--- config.mk ---
export PLATFORM = sky130hd
export DESIGN_NAME = cpc_datapath
export DESIGN_NICKNAME = d
export VERILOG_FILES = /design/src/rtl/core/cpc_pkg.sv /design/src/rtl/core/cpc_datapath.sv
export SDC_FILE = /design/constraint.sdc
export NUM_CORES = 1
export LEC_CHECK = 0
export BUFFER_PORTS_ARGS = -buffer_cell sky130_fd_sc_hd__buf_4
export CAP_MARGIN = 10
export CORE_ASPECT_RATIO = 2
export CORE_UTILIZATION = 55
export CTS_BUF_LIST = sky130_fd_sc_hd__clkbuf_8 sky130_fd_sc_hd__clkbuf_16
export DETAILED_ROUTE_END_ITERATION = 10
export PLACE_DENSITY_LB_ADDON = 0.2
export SETUP_SLACK_MARGIN = 0.4
export SLEW_MARGIN = 20
export SYNTH_ARGS = -nofsm -noshare
export SYNTH_HDL_FRONTEND = slang
export SYNTH_SLANG_ARGS = --single-unit
--- constraint.sdc ---
create_clock -name clock -period 3.85 [get_ports clock]
set_input_delay 0.5775 -clock clock [delete_from_list [all_inputs] [get_ports clock]]
set_output_delay 0.5775 -clock clock [all_outputs]
set_load 0.01 [all_outputs]
--- src/rtl/core/cpc_pkg.sv ---
`default_nettype none
package cpc_pkg;

   localparam int PACKET_BYTES_DEF = 32;
   localparam int ARG_BYTES_DEF    = 21;

   localparam int COUNT_W   = 6;
   localparam int BYTE_W    = 8;
   localparam int CRC_W     = 16;
   localparam int ARG_IDX_W = 5;
   localparam int CSR_IDX_W = 1;

   localparam logic [CRC_W-1:0] CRC_INIT = 16'hFFFF;
   localparam logic [CRC_W-1:0] CRC_POLY = 16'h1021;

   localparam logic [COUNT_W-1:0] MAGIC_POS = 6'd0;
   localparam logic [COUNT_W-1:0] TYPE_POS  = 6'd2;
   localparam logic [COUNT_W-1:0] CMD_POS   = 6'd8;
   localparam logic [COUNT_W-1:0] ARG_FIRST = 6'd9;

   // register indexes on the csr port
   localparam logic [CSR_IDX_W-1:0] CSR_MAGIC_BYTE   = 1'd0;
   localparam logic [CSR_IDX_W-1:0] CSR_COMMAND_TYPE = 1'd1;

   typedef struct packed {
      logic                 accept;
      logic                 load_reject;
      logic                 load_arg;
      logic [ARG_IDX_W-1:0] drain_idx;
   } cpc_cmd_type;

   typedef struct packed {
      logic count_at_end;
      logic last_byte;
      logic pkt_ok;
   } cpc_status_type;

   // CRC-16/CCITT-FALSE, one byte, MSB first
   function automatic logic [CRC_W-1:0] crc_byte(input logic [CRC_W-1:0] crc,
                                                 input logic [BYTE_W-1:0] b);
      logic [CRC_W-1:0] c;
      c = crc ^ {b, 8'h00};
      for (int i = 0; i < 8; i++) begin
         if (c[CRC_W-1]) begin
            c = {c[CRC_W-2:0], 1'b0} ^ CRC_POLY;
         end else begin
            c = {c[CRC_W-2:0], 1'b0};
         end
      end
      return c;
   endfunction

endpackage
`default_nettype wire

--- src/rtl/core/cpc_datapath.sv ---
`default_nettype none
module cpc_datapath #(
   parameter int PACKET_BYTES = cpc_pkg::PACKET_BYTES_DEF,
   parameter int ARG_BYTES    = cpc_pkg::ARG_BYTES_DEF
) (
   input  wire logic                            clock,
   input  wire logic                            reset,
   input  wire logic                            csr_we,
   input  wire logic [cpc_pkg::CSR_IDX_W-1:0]   csr_index,
   input  wire logic [cpc_pkg::BYTE_W-1:0]      csr_wdata,
   input  wire logic [cpc_pkg::BYTE_W-1:0]      data_byte,
   input  wire logic                            packet_start,
   input  wire cpc_pkg::cpc_cmd_type            cmd,
   output cpc_pkg::cpc_status_type              status,
   output logic                                 rsp_accepted,
   output logic [cpc_pkg::BYTE_W-1:0]           rsp_command,
   output logic [cpc_pkg::BYTE_W-1:0]           rsp_arg_value,
   output logic [cpc_pkg::ARG_IDX_W-1:0]        rsp_arg_index,
   output logic                                 rsp_last
);

   localparam int ADDR_W = (ARG_BYTES > 1) ? $clog2(ARG_BYTES) : 1;
   localparam logic [cpc_pkg::COUNT_W-1:0] END_POS = cpc_pkg::COUNT_W'(PACKET_BYTES - 1);
   localparam logic [cpc_pkg::COUNT_W-1:0] CRC_END = cpc_pkg::COUNT_W'(PACKET_BYTES - 2);
   localparam logic [cpc_pkg::COUNT_W-1:0] ARG_END =
      cpc_pkg::COUNT_W'(ARG_BYTES) + cpc_pkg::ARG_FIRST;
   localparam logic [cpc_pkg::ARG_IDX_W-1:0] LAST_IDX = cpc_pkg::ARG_IDX_W'(ARG_BYTES - 1);

   logic [cpc_pkg::BYTE_W-1:0]  magic_ff, type_ff;
   logic [cpc_pkg::COUNT_W-1:0] count_ff;
   logic [cpc_pkg::CRC_W-1:0]   crc_ff;
   logic                        hdr_ok_ff;
   logic [cpc_pkg::BYTE_W-1:0]  command_ff, crc_low_ff;
   logic [cpc_pkg::BYTE_W-1:0]  arg_mem [ARG_BYTES];

   logic [cpc_pkg::COUNT_W-1:0] pos;
   logic [cpc_pkg::CRC_W-1:0]   crc_base, crc_in;
   logic                        hdr_base, hdr_in;
   logic [cpc_pkg::COUNT_W-1:0] arg_off;
   logic                        arg_wr;

   assign pos      = packet_start ? '0 : count_ff;
   assign crc_base = packet_start ? cpc_pkg::CRC_INIT : crc_ff;
   assign hdr_base = packet_start ? 1'b1 : hdr_ok_ff;
   assign crc_in   = (pos < CRC_END) ? cpc_pkg::crc_byte(crc_base, data_byte) : crc_base;
   assign hdr_in   = hdr_base
                     && !(pos == cpc_pkg::MAGIC_POS && data_byte != magic_ff)
                     && !(pos == cpc_pkg::TYPE_POS && data_byte != type_ff);
   assign arg_off  = pos - cpc_pkg::ARG_FIRST;
   assign arg_wr   = cmd.accept && pos >= cpc_pkg::ARG_FIRST && pos < ARG_END;

   assign status.count_at_end = (count_ff == END_POS);
   assign status.last_byte    = (pos == END_POS);
   assign status.pkt_ok       = hdr_in && ({data_byte, crc_low_ff} == crc_in);

   always_ff @(posedge clock) begin
      if (reset) begin
         magic_ff <= '0;
         type_ff  <= '0;
      end else if (csr_we) begin
         case (csr_index)
            cpc_pkg::CSR_MAGIC_BYTE:   magic_ff <= csr_wdata;
            cpc_pkg::CSR_COMMAND_TYPE: type_ff  <= csr_wdata;
            default: begin
            end
         endcase
      end
   end

   always_ff @(posedge clock) begin
      if (reset) begin
         count_ff   <= '0;
         crc_ff     <= cpc_pkg::CRC_INIT;
         hdr_ok_ff  <= 1'b1;
         command_ff <= '0;
         crc_low_ff <= '0;
      end else if (cmd.accept) begin
         if (status.last_byte) begin
            count_ff  <= '0;
            crc_ff    <= cpc_pkg::CRC_INIT;
            hdr_ok_ff <= 1'b1;
         end else begin
            count_ff  <= pos + 1'b1;
            crc_ff    <= crc_in;
            hdr_ok_ff <= hdr_in;
         end
         if (pos == cpc_pkg::CMD_POS) begin
            command_ff <= data_byte;
         end
         if (pos == CRC_END) begin
            crc_low_ff <= data_byte;
         end
      end
   end

   always_ff @(posedge clock) begin
      if (arg_wr) begin
         arg_mem[arg_off[ADDR_W-1:0]] <= data_byte;
      end
   end

   always_ff @(posedge clock) begin
      if (cmd.load_reject) begin
         rsp_accepted  <= 1'b0;
         rsp_command   <= '0;
         rsp_arg_value <= '0;
         rsp_arg_index <= '0;
         rsp_last      <= 1'b1;
      end else if (cmd.load_arg) begin
         rsp_accepted  <= 1'b1;
         rsp_command   <= command_ff;
         rsp_arg_value <= arg_mem[cmd.drain_idx[ADDR_W-1:0]];
         rsp_arg_index <= cmd.drain_idx;
         rsp_last      <= (cmd.drain_idx == LAST_IDX);
      end
   end

endmodule
`default_nettype wire

== Word-level counts from Yosys, hierarchy flattened ==
Memories as Yosys holds them, arrays and structs flattened. A register that Yosys moved wholly into a read port is not among the register bits.
Cells that the tools add are included.

* Register bits after elaboration: 70
* Latch bits: 0
* RAM bits: 168
* Memory bits (read-only): 0
* Input port bits: 29
* Memories kept: 1

* $add $sub $neg: 2
* $mul: 0
* Div/mod/pow operators: 0
* Order comparisons: 2
* Eq/ne operators: 9
* Shift operators: 0
* Mux-type cells: 17
* Bitwise gates (word level): 10
* Reduce and logical (&&, ||, !) cells: 14

{| class="wikitable"
|+ Memory list
! memory !! depth !! bits a word !! read ports !! clocked after memory_dff !! write ports !! RTL line !! source
|-
| arg_mem || 21 || 8 || 1 || 1 || 1 || cpc_datapath.sv:34 || <nowiki>logic [cpc_pkg::BYTE_W-1:0] arg_mem [ARG_BYTES];</nowiki>
|}

{| class="wikitable"
|+ Operator list
! operator !! count
|-
| $mux W13 || 8
|-
| $mux W16 || 3
|-
| $not A3 Y3 || 8
|-
| $eq A6 B5 Y1 const B || 3
|-
| $eq A16 B16 Y1 || 1
|-
| $ne A8 B8 Y1 || 2
|-
| $xor A16 B16 Y16 || 1
|-
| $mux W6 || 2
|-
| $reduce_and A2 Y1 || 4
|-
| $logic_and A1 B1 Y1 || 7
|-
| $add A6 B1 Y6 const B || 1
|-
| $eq A6 B2 Y1 const B || 1
|-
| $eq A6 B4 Y1 const B || 1
|-
| $ge A6 B4 Y1 const B || 1
|-
| $logic_not A6 Y1 || 1
|-
| $lt A6 B5 Y1 const B || 1
|-
| $eq A5 B5 Y1 const B || 1
|-
| $sub A5 B4 Y5 const B || 1
|-
| $mux W1 || 4
|-
| $logic_not A1 Y1 || 2
|-
| $not A1 Y1 || 1
|}

== Logic depth before layout (Yosys ltp) ==
Gate-level depths: netlist of the first run.

* Depth in word-level cells: 21
* Mapped depth: 12
* Depth with buffers taken out: 10

== Worst setup path after synthesis of the first run ==
No wires, ideal clock.

* Path type: input to register
* Start: input port packet_start
* End: memory arg_mem[20][0] (netlist bit) (enable)
* Library setup time: 0.419 ns
* Arrival: 3.586 ns
* Data required time: 3.431 ns
* Setup slack: -0.156 ns
* Stages: 12
* Cell sequence: buf_2 inv_1 clkbuf_1 nand2_1 inv_1 ha_1 nor2_1 nand2_1 a211oi_1 nor3_1 nand2_1 a2111oi_0

* Word-level cells in the longest chain between the ends: 6
* Elaborated cells between the ends (all ways): 8

{| class="wikitable"
|+ Ends and longest elaborated chain
! item !! RTL line !! source
|-
| start, declared || cpc_datapath.sv:12 || <nowiki>input wire logic packet_start,</nowiki>
|-
| $mux W6 (*) || cpc_datapath.sv:42 || <nowiki>assign pos = packet_start ? '0 : count_ff;</nowiki>
|-
| $ge A6 B4 Y1 || cpc_datapath.sv:50 || <nowiki>assign arg_wr = cmd.accept && pos >= cpc_pkg::ARG_FIRST && pos < ARG_END;</nowiki>
|-
| $logic_and A1 B1 Y1 (2 in series) || cpc_datapath.sv:50 ||
|-
| $mux W1 || cpc_datapath.sv:97 || <nowiki>if (arg_wr) begin</nowiki>
|-
| $mux W1 (not written as such) || cpc_datapath.sv:98 || <nowiki>arg_mem[arg_off[ADDR_W-1:0]] <= data_byte;</nowiki>
|-
| end, declared || cpc_datapath.sv:34 ||
|}

Mark *: on every way between the ends. The rest lies on a longest branch, timed or not.

==> results.yml, run 1 <==
route:
  drt-initial-drc-count: 394
  vias: 7371
  firstDrtPassIters: 5
  via_per_inst: 6.107
  ant_nets: 0
  post-route-drc-count: 0
  wirelength_um: 28410
  wl_per_cell_um: 23.54
placed_design:
  portBuffers: 54
  dpl.hpwl_um: 18980
  gp_congestion: 0.9527
  placed_cells: 1147
final_layout:
  fill_cells: 1425
  drive_gt1_frac: 0.2627
  area_growth_pct: 18.60
  finalNetCount: 967
  final_cells: 1207
  diodes: 0
sta:
  finalHoldViolCount: 0
  rsz0062_at_grt: "yes"
  max_slew_margin: 0.5262
  fin_skew_ns: 0.01255
  finalSetupTns_ns: 0
  finalCritPeriodShare: 0.8898
  worstMarginPinSlew_ns: 0.7106
  final_max_slew_viol_count: 0
  setup_violations: 0
  layout_min_cycle_time_ns: 3.426
  fmax_mhz: 291.9
worst_setup_path:
  worstSetupPathType: "flop to primary output"
  cp_data_required_time_ns: 3.27
  crit_fanout: 2
  worstSetupStartpointType: "flop"
  worstPathArrival_ns: 2.85
  end_kind: "primary output"
clock_network:
  postCtsHoldBufs: 0
  htree_levels: 1
  root_buffer: "clkbuf_16"
  insertion_delay_ns: 0.51
  numCtsBuffers: 22
  clk_pin_slew_worst_paths_ns: 0.06
  cts_tree: "done"
  clockBufferDepth: 3
  cts.sinks: 246
floorplanning:
  row_count: 72
  initial_core_util: 0.5637
  fp.coreArea_mm2: 0.01937
  ios: 55
  die_y_um: 201.3
  dieWidth_um: 101.6
  die_area_mm2: 0.02045
synth:
  yosysMostFrequentCell: "edfxtp_1"
  synth_area_per_cell_um2: 12.81
  synthDistinctLibCells: 59
  synth_edf_count: 168
  synth-main-ff-cell: "edfxtp_1"
  synth_common_cells: "edfxtp_1 (168), nor2_1 (89), dfxtp_1 (78)"
  synth-seq-area-share: 0.6051
  ys_ff_latch: 246
  synth.area.top_cells: "edfxtp_1 (46%), dfxtp_1 (14%), mux4_2 (8.3%)"
  yosysTopAreaCellShare: 0.4621
  synthArstFlopShare: 0
  syn_area_mm2: 0.01092
  synth_warnings: 0
  synth_area_leader_cell: "edfxtp_1"
  synth.net_count: 887
  syn_inst: 852
global_routing:
  grt_max_degree: 56
  antenna_found_initial: 0
  gr-total-overflow: 0
  grt_pass1_wl_um: 43490
  grt_usage: 0.2886
  grt_pass1_vias: 7792
power_and_ir_drop:
  p_per_area_mw_per_mm2: 440.0
  finalPower_mw: 5.698
  leakagePower_nw: 4.710
  ir_worst_vdd_mv: 0.3816
job:
  drv_cap: 0
min_path:
  hp-class: "input port to flop"
run_status:
  status: "finished, final reports clean"
[flip-flops by register name (all words and copies together), names as in the netlist]
| name | flops |
|---|---|
| crc_ff | 16 |
| magic_ff | 8 |
| hdr_ok_ff | 1 |
| command_ff | 8 |
| rsp_arg_index | 5 |
| rsp_command | 8 |
| rsp_accepted | 1 |
| rsp_arg_value | 8 |
| rsp_last | 1 |
| count_ff | 6 |
| crc_low_ff | 8 |
| type_ff | 8 |
| arg_mem | 168 |
[kinds of logic (layout without fill, tap and decap cells)]
logic type,after synthesis,after routing,share of synthesized area
adders and majority gates,6,6,0.006876
muxes,85,85,0.1239
AOI/OAI and AO/OA,154,154,0.08779
buffers and inverters,73,169,0.02785
and+or+nand+nor,238,238,0.1007
DFF,246,246,0.6051
xor gates and xnor gates,50,50,0.04779
[cell usage in the layout, fill, tap and decap left out, types with 6 or more instances in the layout]
master and count:
a211oi_1 12, a21oi_1 65, buf_4 110, clkbuf_16 26
dfxtp_1 64, dfxtp_2 6, dfxtp_4 8, edfxtp_1 168
inv_1 16, mux2i_1 44, mux4_2 40, nand2_1 59
nand2b_1 16, nand3_1 18, nor2_1 84, nor2b_1 12
nor3_1 9, o21ai_0 21, o22ai_1 16, xnor2_1 10
xnor2_2 7, xor2_1 24
[layer usage]
layer	up-vias	global-route usage	part of all wire
met5	-	0	0
met4	0	0.1900	0.071
met3	113	0.02848	0.043
met2	275	0.5258	0.55
met1	3650	0.3052	0.34
li1	3333	-	-
[worst max-delay path, cell delays in order (launching register included)]
cell and delay, ns:
dfxtp_2 0.34, xor2_1 0.15, nor4_2 0.36, a21oi_1 0.17, nor4_1 0.29, buf_4 0.17
o311ai_1 0.08, a2111o_1 0.35, nor4_4 0.27, buf_4 0.15
[report_power, final]
part           switching (mW)  total, mW  internal (mW)
registers              0.0463       2.90           2.85
clock network           0.949       2.16           1.21
logic                   0.351      0.641          0.290
[metrics by stage]
step	hold WS (ns)	instance area (µm²)	utilization	setup slack [ns]
2_1_floorplan	0.4421	10920	-	0.4961
3_3_place_gp	0.4509	11720	0.6052	0.1518
3_5_place_dp	0.4578	11720	0.6052	0.2092
4_1_cts	0.2973	12910	0.6667	0.4040
5_1_grt	0.3170	12950	0.6685	0.3144
6_report	0.3195	12950	0.6685	0.4242
[repair_timing]
action	4_1_cts	5_1_grt
buffers inserted	17	1
setup endpoints to repair	1	1
gates resized for setup	68	9
cloned	2	0
pin swaps	18	3
[final cells by class]
cell class | instances | area [µm²] | area share
flip-flops and latches | 246 | 6644 | 0.5131
clock buffers | 26 | 650.6 | 0.05025
repair buffers | 115 | 933.4 | 0.07208
well taps | 259 | 324.1 | 0.02503
inverters | 14 | 56.30 | 0.004348
multi-input cells | 533 | 4272 | 0.3299
clock inverters | 14 | 68.82 | 0.005315
[path summary, 6_finish.rpt]
path,startpoint,to,slack [ns],cells past startpoint
worst max-delay path,magic_ff[7],status[0],0.42,9
worst min register to register,rsp_arg_value[6],rsp_arg_value[6],0.47,2
worst max register to register,count_ff[0],arg_mem[7][2],1.31,9
worst min-delay path,csr_wdata[1],magic_ff[1],0.32,3
Power figures use the tool's default switching activity.
==> run 2: changes to the inputs <==
- CAP_MARGIN: 10 -> 40
- RECOVER_POWER: not set -> 100
==> run 2 against run 1 <==
Against the previous run:
- the run now ends with capacitance limit, slew limit left
- fmax down 3.5%
- final cell count unchanged
- hold slack got worse by 0.0033 ns
- cell area is 1.7% lower
- via count up 0.23%
- clock skew shrank 0.00076 ns
- register-to-register slack got worse by 0.42 ns
- core utilization decreased by 1.2 points
- wire length about the same
- non-clock buffer count is the same
- power down 0.14%
- sequential cell count unchanged
- largest cell class unchanged
- largest power group unchanged
==> results.yml, run 2 (same netlist as run 1, synthesis figures left out) <==
placed_design:
  dpl.hpwl_um: 18980
  placed_cells: 1147
  gp_congestion: 0.9527
  portBuffers: 54
  pre_cts_ws_ns: 0.2092
worst_setup_path:
  cp_slowest_cell: "a2111o_1"
  cp_data_required_time_ns: 3.27
  worstPathArrival_ns: 2.97
  crit_fanout: 4
  worstSetupPathType: "input port to primary output"
  max_stage_delay_ns: 0.35
  worstRegToRegCells: 9
  crit_chain: "buf_4, clkinvlp_2, nand2_2, inv_1, ha_2, o21ai_0, a21oi_1, nor4_1, buf_4, o311ai_1, a2111o_1, nor4_4, buf_4"
  critPathMostFrequentCell: "buf_4"
  worstSetupStartpointType: "input port"
  end_kind: "primary output"
final_layout:
  final_core_utilization: 0.6569
  area_growth_pct: 16.54
  final_common_cell: "edfxtp_1"
  diodes: 0
  largest_register_ff_count: 168
  final_cells: 1207
  drive_gt1_frac: 0.2015
  finalNetCount: 967
  final_cell_mix: "edfxtp_1 (168), nor2_1 (84), a21oi_1 (65), dfxtp_1 (64), nand2_1 (59)"
run_status:
  failed_checks: "capacitance limit, slew limit"
  status: "finished with violations"
clock_network:
  htree_levels: 1
  cts.sinks: 246
  clk_pin_slew_worst_paths_ns: 0.06
  insertion_delay_ns: 0.52
  root_buffer: "clkbuf_16"
  clockBufferDepth: 3
  numCtsBuffers: 22
  cts_tree: "done"
global_routing:
  gr-total-overflow: 0
  grt_usage: 0.2886
  antenna_found_initial: 0
  grt_pass1_vias: 7792
  grt_pass1_wl_um: 43490
  grt_max_degree: 56
route:
  wirelength_um: 28430
  drt-initial-drc-count: 385
  post-route-drc-count: 0
  firstDrtPassIters: 5
  vias: 7388
  via_per_inst: 6.121
  wl_per_cell_um: 23.55
  ant_nets: 0
sta:
  fin_skew_ns: 0.01178
  finalHoldViolCount: 0
  setup_violations: 0
  max_slew_margin: -0.5488
  final_max_slew_viol_count: 56
  finalWorstSetupSlack_ns: 0.3002
  layout_min_cycle_time_ns: 3.550
  fmax_mhz: 281.7
  rsz0062_at_grt: "yes"
  worstMarginPinSlew_ns: 2.323
  finalSetupTns_ns: 0
  finalCritPeriodShare: 0.9220
floorplanning:
  ios: 55
  die_y_um: 201.3
  die_area_mm2: 0.02045
  fp.coreArea_mm2: 0.01937
  row_count: 72
  initial_core_util: 0.5637
  dieWidth_um: 101.6
power_and_ir_drop:
  p_per_area_mw_per_mm2: 447.2
  ir_worst_vdd_mv: 0.3819
  leakagePower_nw: 4.477
min_path:
  hp-class: "input port to flop"
  hold_depth: 3
job:
  drv_cap: 1
## run 2: cell count changes in the layout (fill, tap and decap cells not counted), sizes merged
cell	delta
buf	-59
clkbuf	+59
## run 2: path summary, 6_finish.rpt
kind                                        from               end  slack, ns
worst max-delay path                packet_start         status[0]       0.30
worst min-delay path                csr_wdata[4]       magic_ff[4]       0.32
worst max register to register       count_ff[0]    arg_mem[20][4]       0.89
worst min register to register  rsp_arg_value[6]  rsp_arg_value[6]       0.47
## run 2: stage by stage
step                      area [µm²]  power [mW]  hold slack [ns]
after floorplan                10920       3.319           0.4421
after global placement         11720       3.493           0.4509
after detailed placement       11720       3.504           0.4578
after CTS                      12910       5.729           0.2973
after global routing           12720       5.869           0.3170
final                          12720       5.690           0.3163
## run 2: worst max-delay path: cells and delay by family
| kind | cells | cell delay (ns) |
|---|---|---|
| adders and majority gates | 1 | 0.21 |
| and+or+nand+nor | 3 | 0.71 |
| buffers and inverters | 5 | 0.90 |
| AOI/OAI and AO/OA | 4 | 0.57 |
## run 2: where the power goes
part	internal [mW]	switching, mW
clock	1.21	0.953
sequential	2.85	0.0460
combinational	0.278	0.350
total	4.34	1.35
## run 2: area by class of cell
type                            count  area (µm²)
Clock inverter                     14       68.82
Multi-Input combinational cell    533        4265
Sequential cell                   246        6644
Clock buffer                       26       650.6
Fill cell                        1486        6645
Tap cell                          259       324.1
Inverter                           14       53.80
Timing Repair Buffer              115       716.9
## run 2: routing by layer
metal,GRT usage,part of all wire
met1,0.3052,0.34
met2,0.5258,0.55
met3,0.02848,0.042
met4,0.1900,0.066
met5,0,0
## run 2: timing repair
action,CTS,global route
pin swaps,18,3
resized for setup,68,9
setup buffers,17,1
cloned,2,0
hold buffers,0,0
endpoints found under the setup margin,1,1
endpoints found under the hold margin,0,0
